$ cat src/rtl/pmp_pkg.sv
// Shared types and constants for the packet to M_PDU packer.
// No dependencies; every other file of the block imports this package.
package pmp_pkg;

  localparam int unsigned OFFS_W            = 11;
  localparam int unsigned FRAME_BYTES       = 1024;
  localparam int unsigned FILL_HEADER_BYTES = 6;

  localparam logic [OFFS_W-1:0] FRAME_LEN     = OFFS_W'(FRAME_BYTES);
  localparam logic [OFFS_W-1:0] FILL_MIN_LEN  = OFFS_W'(FILL_HEADER_BYTES + 1);
  localparam logic [OFFS_W-1:0] FILL_HDR_LEN  = OFFS_W'(FILL_HEADER_BYTES);
  localparam logic [10:0]       NO_HEADER     = 11'd2047;
  localparam logic [31:0]       FLUSH_DEFAULT = 32'd10000;

  // request and result kinds
  localparam logic REQ_BYTE  = 1'b0;
  localparam logic REQ_TICK  = 1'b1;
  localparam logic KIND_BYTE = 1'b0;
  localparam logic KIND_FILL = 1'b1;

  typedef struct packed {
    logic       req_type;
    logic [7:0] data_byte;
    logic       last_of_packet;
  } in_item_t;

  typedef struct packed {
    logic        out_kind;
    logic [9:0]  frame_offset;
    logic [7:0]  out_byte;
    logic [10:0] run_length;
    logic [9:0]  run_fill_start;
    logic [10:0] fill_packet_length;
    logic        frame_done;
    logic [10:0] first_header_ptr;
    logic        last_of_run;
  } out_item_t;

  // up to two result words produced by one input word, packed from slot 0
  typedef struct packed {
    logic [1:0] count;
    out_item_t  r0;
    out_item_t  r1;
  } res_pair_t;

endpackage

$ cat src/rtl/pmp_core.sv
// Packer state and the single-pass logic that turns one input word into
// zero, one or two result words. Depends on pmp_pkg.
module pmp_core
  import pmp_pkg::*;
(
  input  logic        clk,
  input  logic        rst_n,
  input  logic        cfg_we,
  input  logic [31:0] cfg_data,
  input  logic        item_accept,
  input  in_item_t    item,
  output res_pair_t   res
);

  logic [31:0]       flush_interval_r;
  logic [OFFS_W-1:0] write_offset_r, write_offset_nxt;
  logic              header_seen_r, header_seen_nxt;
  logic [OFFS_W-1:0] header_offset_r, header_offset_nxt;
  logic              packet_open_r, packet_open_nxt;
  logic [31:0]       idle_ticks_r, idle_ticks_nxt;
  logic [2:0]        spill_length_r, spill_length_nxt;
  logic [2:0]        spill_start_r, spill_start_nxt;

  always_comb begin
    logic [OFFS_W-1:0] wo;
    logic              hs;
    logic [OFFS_W-1:0] ho;
    logic [OFFS_W-1:0] wo_sum;
    logic [OFFS_W-1:0] remaining;
    logic [OFFS_W-1:0] flen;
    logic [OFFS_W-1:0] spill_len;
    logic              have_spill;
    logic              have_main;
    out_item_t         sp;
    out_item_t         rm;

    wo               = write_offset_r;
    hs               = header_seen_r;
    ho               = header_offset_r;
    packet_open_nxt  = packet_open_r;
    idle_ticks_nxt   = idle_ticks_r;
    spill_length_nxt = spill_length_r;
    spill_start_nxt  = spill_start_r;
    have_spill       = 1'b0;
    have_main        = 1'b0;
    sp               = '0;
    rm               = '0;
    wo_sum           = '0;
    remaining        = '0;
    flen             = '0;
    spill_len        = '0;

    // leftover tail of the last idle packet goes out first
    if (spill_length_r != 3'd0) begin
      have_spill            = 1'b1;
      sp.out_kind           = KIND_FILL;
      sp.frame_offset       = wo[9:0];
      sp.run_length         = {8'd0, spill_length_r};
      sp.run_fill_start     = {7'd0, spill_start_r};
      sp.fill_packet_length = FILL_MIN_LEN;
      wo_sum                = wo + {{(OFFS_W-3){1'b0}}, spill_length_r};
      idle_ticks_nxt        = '0;
      spill_length_nxt      = '0;
      spill_start_nxt       = '0;
      if (wo_sum >= FRAME_LEN) begin
        sp.frame_done       = 1'b1;
        sp.first_header_ptr = hs ? ho : NO_HEADER;
        wo                  = '0;
        hs                  = 1'b0;
        ho                  = '0;
      end else begin
        wo = wo_sum;
      end
    end

    if (item.req_type == REQ_BYTE) begin
      have_main       = 1'b1;
      rm.out_kind     = KIND_BYTE;
      rm.frame_offset = wo[9:0];
      rm.out_byte     = item.data_byte;
      if (!packet_open_nxt && !hs) begin
        hs = 1'b1;
        ho = wo;
      end
      packet_open_nxt = !item.last_of_packet;
      idle_ticks_nxt  = '0;
      wo_sum          = wo + OFFS_W'(1);
      if (wo_sum >= FRAME_LEN) begin
        rm.frame_done       = 1'b1;
        rm.first_header_ptr = hs ? ho : NO_HEADER;
        wo                  = '0;
        hs                  = 1'b0;
        ho                  = '0;
      end else begin
        wo = wo_sum;
      end
    end else begin
      if (idle_ticks_nxt != '1) begin
        idle_ticks_nxt = idle_ticks_nxt + 32'd1;
      end
      if (!packet_open_nxt && wo != '0 && idle_ticks_nxt >= flush_interval_r) begin
        // pad the rest of the frame; a fill always completes it
        have_main             = 1'b1;
        remaining             = FRAME_LEN - wo;
        flen                  = (remaining > FILL_HDR_LEN) ? remaining : FILL_MIN_LEN;
        rm.out_kind           = KIND_FILL;
        rm.frame_offset       = wo[9:0];
        rm.run_length         = remaining;
        rm.fill_packet_length = flen;
        rm.frame_done         = 1'b1;
        rm.first_header_ptr   = hs ? ho : wo;
        wo                    = '0;
        hs                    = 1'b0;
        ho                    = '0;
        idle_ticks_nxt        = '0;
        spill_len             = flen - remaining;
        spill_length_nxt      = spill_len[2:0];
        spill_start_nxt       = (spill_len[2:0] != 3'd0) ? remaining[2:0] : 3'd0;
      end
    end

    write_offset_nxt  = wo;
    header_seen_nxt   = hs;
    header_offset_nxt = ho;

    res = '0;
    if (have_spill && have_main) begin
      res.count          = 2'd2;
      res.r0             = sp;
      res.r1             = rm;
      res.r1.last_of_run = 1'b1;
    end else if (have_spill) begin
      res.count          = 2'd1;
      res.r0             = sp;
      res.r0.last_of_run = 1'b1;
    end else if (have_main) begin
      res.count          = 2'd1;
      res.r0             = rm;
      res.r0.last_of_run = 1'b1;
    end
  end

  always_ff @(posedge clk) begin
    if (!rst_n) begin
      flush_interval_r <= FLUSH_DEFAULT;
      write_offset_r   <= '0;
      header_seen_r    <= 1'b0;
      header_offset_r  <= '0;
      packet_open_r    <= 1'b0;
      idle_ticks_r     <= '0;
      spill_length_r   <= '0;
      spill_start_r    <= '0;
    end else begin
      if (cfg_we) begin
        flush_interval_r <= cfg_data;
      end
      if (item_accept) begin
        write_offset_r  <= write_offset_nxt;
        header_seen_r   <= header_seen_nxt;
        header_offset_r <= header_offset_nxt;
        packet_open_r   <= packet_open_nxt;
        idle_ticks_r    <= idle_ticks_nxt;
        spill_length_r  <= spill_length_nxt;
        spill_start_r   <= spill_start_nxt;
      end
    end
  end

endmodule

$ cat src/rtl/pmp_res_queue.sv
// Four-word result queue: takes up to two words per cycle, gives one per cycle while out_stall is low.
// Depends on pmp_pkg.
module pmp_res_queue
  import pmp_pkg::*;
(
  input  logic      clk,
  input  logic      rst_n,
  input  logic      push_en,
  input  res_pair_t push,
  output logic      full,
  output logic      out_valid,
  input  logic      out_stall,
  output out_item_t out_data
);

  out_item_t  q_r [4];
  logic [1:0] wr_ptr_r;
  logic [1:0] rd_ptr_r;
  logic [2:0] cnt_r;
  logic [1:0] push_n;
  logic       pop;

  assign push_n    = push_en ? push.count : 2'd0;
  assign out_valid = (cnt_r != 3'd0);
  assign out_data  = q_r[rd_ptr_r];
  assign pop       = out_valid && !out_stall;
  // room for two words is needed before the next input word is taken
  assign full      = (cnt_r > 3'd2);

  always_ff @(posedge clk) begin
    if (push_n != 2'd0) begin
      q_r[wr_ptr_r] <= push.r0;
    end
    if (push_n == 2'd2) begin
      q_r[wr_ptr_r + 2'd1] <= push.r1;
    end
  end

  always_ff @(posedge clk) begin
    if (!rst_n) begin
      wr_ptr_r <= '0;
      rd_ptr_r <= '0;
      cnt_r    <= '0;
    end else begin
      wr_ptr_r <= wr_ptr_r + push_n;
      rd_ptr_r <= rd_ptr_r + {1'b0, pop};
      cnt_r    <= cnt_r + {1'b0, push_n} - {2'b0, pop};
    end
  end

endmodule

$ cat src/rtl/packet_to_mpdu_packer_unit.sv
// Top level of the packet to M_PDU packer: packer core plus result queue.
// Depends on pmp_pkg, pmp_core and pmp_res_queue.
//
//   channel  direction  handshake           payload
//   in_      input      in_valid/in_stall   in_item_t (byte or tick)
//   out_     output     out_valid/out_stall out_item_t (byte or fill run)
//   cfg_     input      cfg_valid/cfg_ready flush interval, 32 bits
//
// One input word per cycle while in_stall is low. Its results are written to
// the queue at the accepting edge and show on out_ from the next cycle if it was empty.
// One word leaves per cycle while out_stall is low; a pending spill adds a word.
// in_stall rises when the four-word queue holds three or more words.
// Synchronous active-low reset clears the packer state, flush interval to
// its default of 10000 ticks, and empties the queue. cfg_ready is always high.
module packet_to_mpdu_packer_unit
  import pmp_pkg::*;
(
  input  logic        clk,
  input  logic        rst_n,
  input  logic        in_valid,
  output logic        in_stall,
  input  in_item_t    in_data,
  output logic        out_valid,
  input  logic        out_stall,
  output out_item_t   out_data,
  input  logic        cfg_valid,
  output logic        cfg_ready,
  input  logic [31:0] cfg_data
);

  logic      in_accept;
  logic      q_full;
  res_pair_t res;

  assign cfg_ready = 1'b1;
  assign in_stall  = q_full;
  assign in_accept = in_valid && !q_full;

  pmp_core u_core (
    .clk         (clk),
    .rst_n       (rst_n),
    .cfg_we      (cfg_valid && cfg_ready),
    .cfg_data    (cfg_data),
    .item_accept (in_accept),
    .item        (in_data),
    .res         (res)
  );

  pmp_res_queue u_queue (
    .clk       (clk),
    .rst_n     (rst_n),
    .push_en   (in_accept),
    .push      (res),
    .full      (q_full),
    .out_valid (out_valid),
    .out_stall (out_stall),
    .out_data  (out_data)
  );

endmodule
$ cat config.mk
export PLATFORM = sky130hd
export DESIGN_NAME = packet_to_mpdu_packer_unit
export DESIGN_NICKNAME = d
export VERILOG_FILES = /design/src/rtl/pmp_pkg.sv /design/src/rtl/pmp_core.sv /design/src/rtl/pmp_res_queue.sv /design/src/rtl/packet_to_mpdu_packer_unit.sv
export SDC_FILE = /design/constraint.sdc
export NUM_CORES = 1
export LEC_CHECK = 0
export BUFFER_PORTS_ARGS = -buffer_cell sky130_fd_sc_hd__buf_4
export CAP_MARGIN = 15
export CORE_MARGIN = 1.5
export CORE_UTILIZATION = 50
export CTS_CLUSTER_SIZE = 14
export DETAILED_ROUTE_END_ITERATION = 8
export MAX_ROUTING_LAYER = met4
export PLACE_DENSITY = 0.79
export SLEW_MARGIN = 20
export SYNTH_ARGS = -nofsm -noshare
export SYNTH_HDL_FRONTEND = slang
export SYNTH_SLANG_ARGS = --single-unit
$ cat constraint.sdc
create_clock -name clk -period 15.1 [get_ports clk]
set_input_delay 0 -clock clk [delete_from_list [all_inputs] [get_ports clk]]
set_output_delay 0 -clock clk [all_outputs]
set_load 0.05 [all_outputs]
==> reports/results.ini <==
[drt]
detail_route.iter0.violations = 1491
viasPerCell = 6.33
ant_nets = 0
drc_errors = 0
vias = 14400
routedWlPerCell_um = 22.0
routed_wl_mm = 50.0
dr.pass1.iters = 6

[yosys]
syn_avg_cell_area_sq_um = 10.4
synth_ff_type = edfxtp_1
synth-seq-cells = 329
synth_area_leader_cell = edfxtp_1
ys_seq_area_frac = 0.500
synth_warnings = 0
synth_top_area_frac = 0.371
synth_edf_count = 216
netlist_instances = 1678
yosysMostFrequentCell = nor2_1
synth.area.top_cells = edfxtp_1 37%, dfxtp_1 13%, mux4_2 7.3%
async_reset_ff_frac = 0
ys_types = 81
yosys-top-cells-count = 243 x nor2_1, 216 x edfxtp_1, 142 x nand2_1, 113 x dfxtp_1, 86 x o21ai_0
synthesis.area_sq_mm = 0.0175

[setup_path]
worstSetupPathType = flop to flop
worstRegToRegCells = 25
timing.rr.start = u_core.spill_length_r[2]
rrSetupSlack_ns = 6.89
r2r_end = u_queue.q_r[3][55]
required_ns = 15.27
path_max_fanout = 42
start_kind = flop
end_kind = flop
cp_data_arrival_time_ns = 8.38

[layout]
antennaDiodeCount = 0
nNetsFinal = 1883
finalNonFillerCells = 2271
area_delta_synth_final_pct = 16.3
nFillCells = 2805
drive_above_1_share = 0.155

[timing]
slew_viol_final = 0
skew_ns = 0.0180
fin_tns_setup_ns = 0
rsz0062_at_grt = false
tightestPinTransition_ns = 1.13
final_hold_viol_count = 0
setup_violations = 0
relSlewSlack = 0.241
period_needed_ns = 8.21
fin_crit_sh = 0.544
clock.fmax_mhz = 122

[worst_hold_path]
hp-class = input port to flop
hold_depth = 3
worstHoldEndpoint = u_core.flush_interval_r[0]
worstHoldStart = cfg_valid

[clock_network]
cts_made_buffers = 37
h-tree-depth = 2
clockBufferDepth = 3
path_clk_slew_ns = 0.06
post-cts-setup-buffers = 0
insertion_delay_ns = 0.53
ctsHoldBuffers = 48
tritoncts = yes
postCtsResizedCells = 0
clockRootBuffer = clkbuf_16
clock-sinks = 329

[grt]
grt.overflow.total = 0
grt_pass1_vias = 14100
grt_pass1_wl_mm = 78.3
grt_max_degree = 70
grt_antenna_before_repair = 0
grt_use_total = 0.285

[placement]
io_buffers = 105
globalplace.congestion = 0.953
hpwl_mm = 33.1
dp_cells = 2156

[floorplan]
die_area_sq_mm = 0.0361
rows = 68
coreArea_sq_mm = 0.0345
die_h_um = 190
ios = 114
die_w_um = 190
start_util = 0.507

[run_status]
outcome = finished clean

[pwr]
power_density_mw_per_mm2 = 136
p_leak_nw = 7.37
p_total_mw = 2.76
vdd_drop_max_mv = 0.0989

[job]
maxCapViolations = 0

flip-flops by register name, indices dropped and copies added (netlist names):
register and cells:
u_queue.cnt_r 3, u_core.idle_ticks_r 32, u_core.header_offset_r 11, u_core.write_offset_r 11, u_core.flush_interval_r 32, u_core.spill_length_r 3, u_core.packet_open_r 1, u_queue.wr_ptr_r 2
u_queue.q_r 228, u_core.header_seen_r 1, u_core.spill_start_r 3, u_queue.rd_ptr_r 2
where the power goes:
part	switching [mW]	leakage (nW)	internal [mW]
registers	0.0504	3.09	0.996
clock network	0.366	0.583	0.534
logic	0.540	3.70	0.273
logic make-up after synthesis:
group           after synthesis  synth area share
simple gates                593             0.157
other cells                   2          0.000429
flops                       329             0.500
xor+xnor                     42            0.0210
compound gates              398             0.153
mux                          93            0.0944
buf+inv                     173            0.0399
fa+ha+maj                    48            0.0352
critical path, cell delays in order (launching register included):
cell and delay (ns):
dfxtp_1 0.43, nor3_4 0.24, buf_4 0.45, and2_1 0.24
ha_1 0.30, and3_1 0.24, nand3_1 0.12, nand3b_1 0.34
nor2_1 0.22, nand4_1 0.18, xor2_1 0.19, nor2_1 0.10
ha_1 0.16, a21oi_1 0.06, o21ai_0 0.27, a21oi_1 0.12
or3_1 0.38, o22ai_1 0.31, a21oi_2 0.12, inv_1 0.34
ha_1 0.45, nor2_1 0.09, nor2_1 0.24, nand3_1 0.79
nand2_2 0.87, buf_4 0.53
metrics by stage:
step           setup slack, ns  hold slack [ns]  instance area (sq um)   util
6_report                  6.89           0.0297                  20400  0.589
5_1_grt                   6.49           0.0712                  20400  0.589
4_1_cts                   7.13           0.0298                  20400  0.589
3_5_place_dp              7.19            0.227                  18700  0.540
3_3_place_gp              7.44            0.219                  18700  0.540
2_1_floorplan             7.45            0.116                  17500      -
metal layers:
metal,track usage,up-vias,routed length [um]
met2,0.481,784,24800
met1,0.352,6989,19300
met4,0.0913,0,1480
li1,-,6494,-
met5,-,-,0
met3,0.0415,115,4380
final cells by class:
cell class              instances  area [sq um]  share of cell area
repair buffers                186          1520              0.0745
flip-flops and latches        329          8750               0.430
clock inverters                17           191             0.00940
multi-input cells            1183          8110               0.398
well taps                     455           569              0.0280
inverters                      51           191             0.00940
clock buffers                  50          1030              0.0505
worst max path at each step:
| stage | from | end | slack, ns |
|---|---|---|---|
| after floorplan | u_core.spill_length_r[2] | u_queue.q_r[3][0] | 7.45 |
| after global placement | u_core.spill_length_r[2] | u_queue.q_r[3][59] | 7.44 |
| after detailed placement | u_core.spill_length_r[2] | u_queue.q_r[3][59] | 7.19 |
| after CTS | u_core.spill_length_r[2] | u_queue.q_r[3][55] | 7.13 |
| after global routing | u_core.spill_length_r[2] | u_queue.q_r[3][55] | 6.49 |
| final | u_core.spill_length_r[2] | u_queue.q_r[3][55] | 6.89 |
cell usage in the layout (no fill, tap or decap), types with 25 or more instances in the layout:
cell type / count
a22oi_1: 26
nor2_1: 243
xnor2_1: 25
clkbuf_16: 39
mux2i_1: 32
inv_1: 50
ha_1: 46
nor3_1: 38
nand2_1: 138
o21ai_0: 86
a22o_1: 43
buf_4: 138
mux4_2: 57
dlygate4sd3_1: 48
o22ai_1: 60
a21oi_1: 63
nand3_1: 45
edfxtp_1: 216
dfxtp_1: 111
Power figures use the tool's default switching activity.
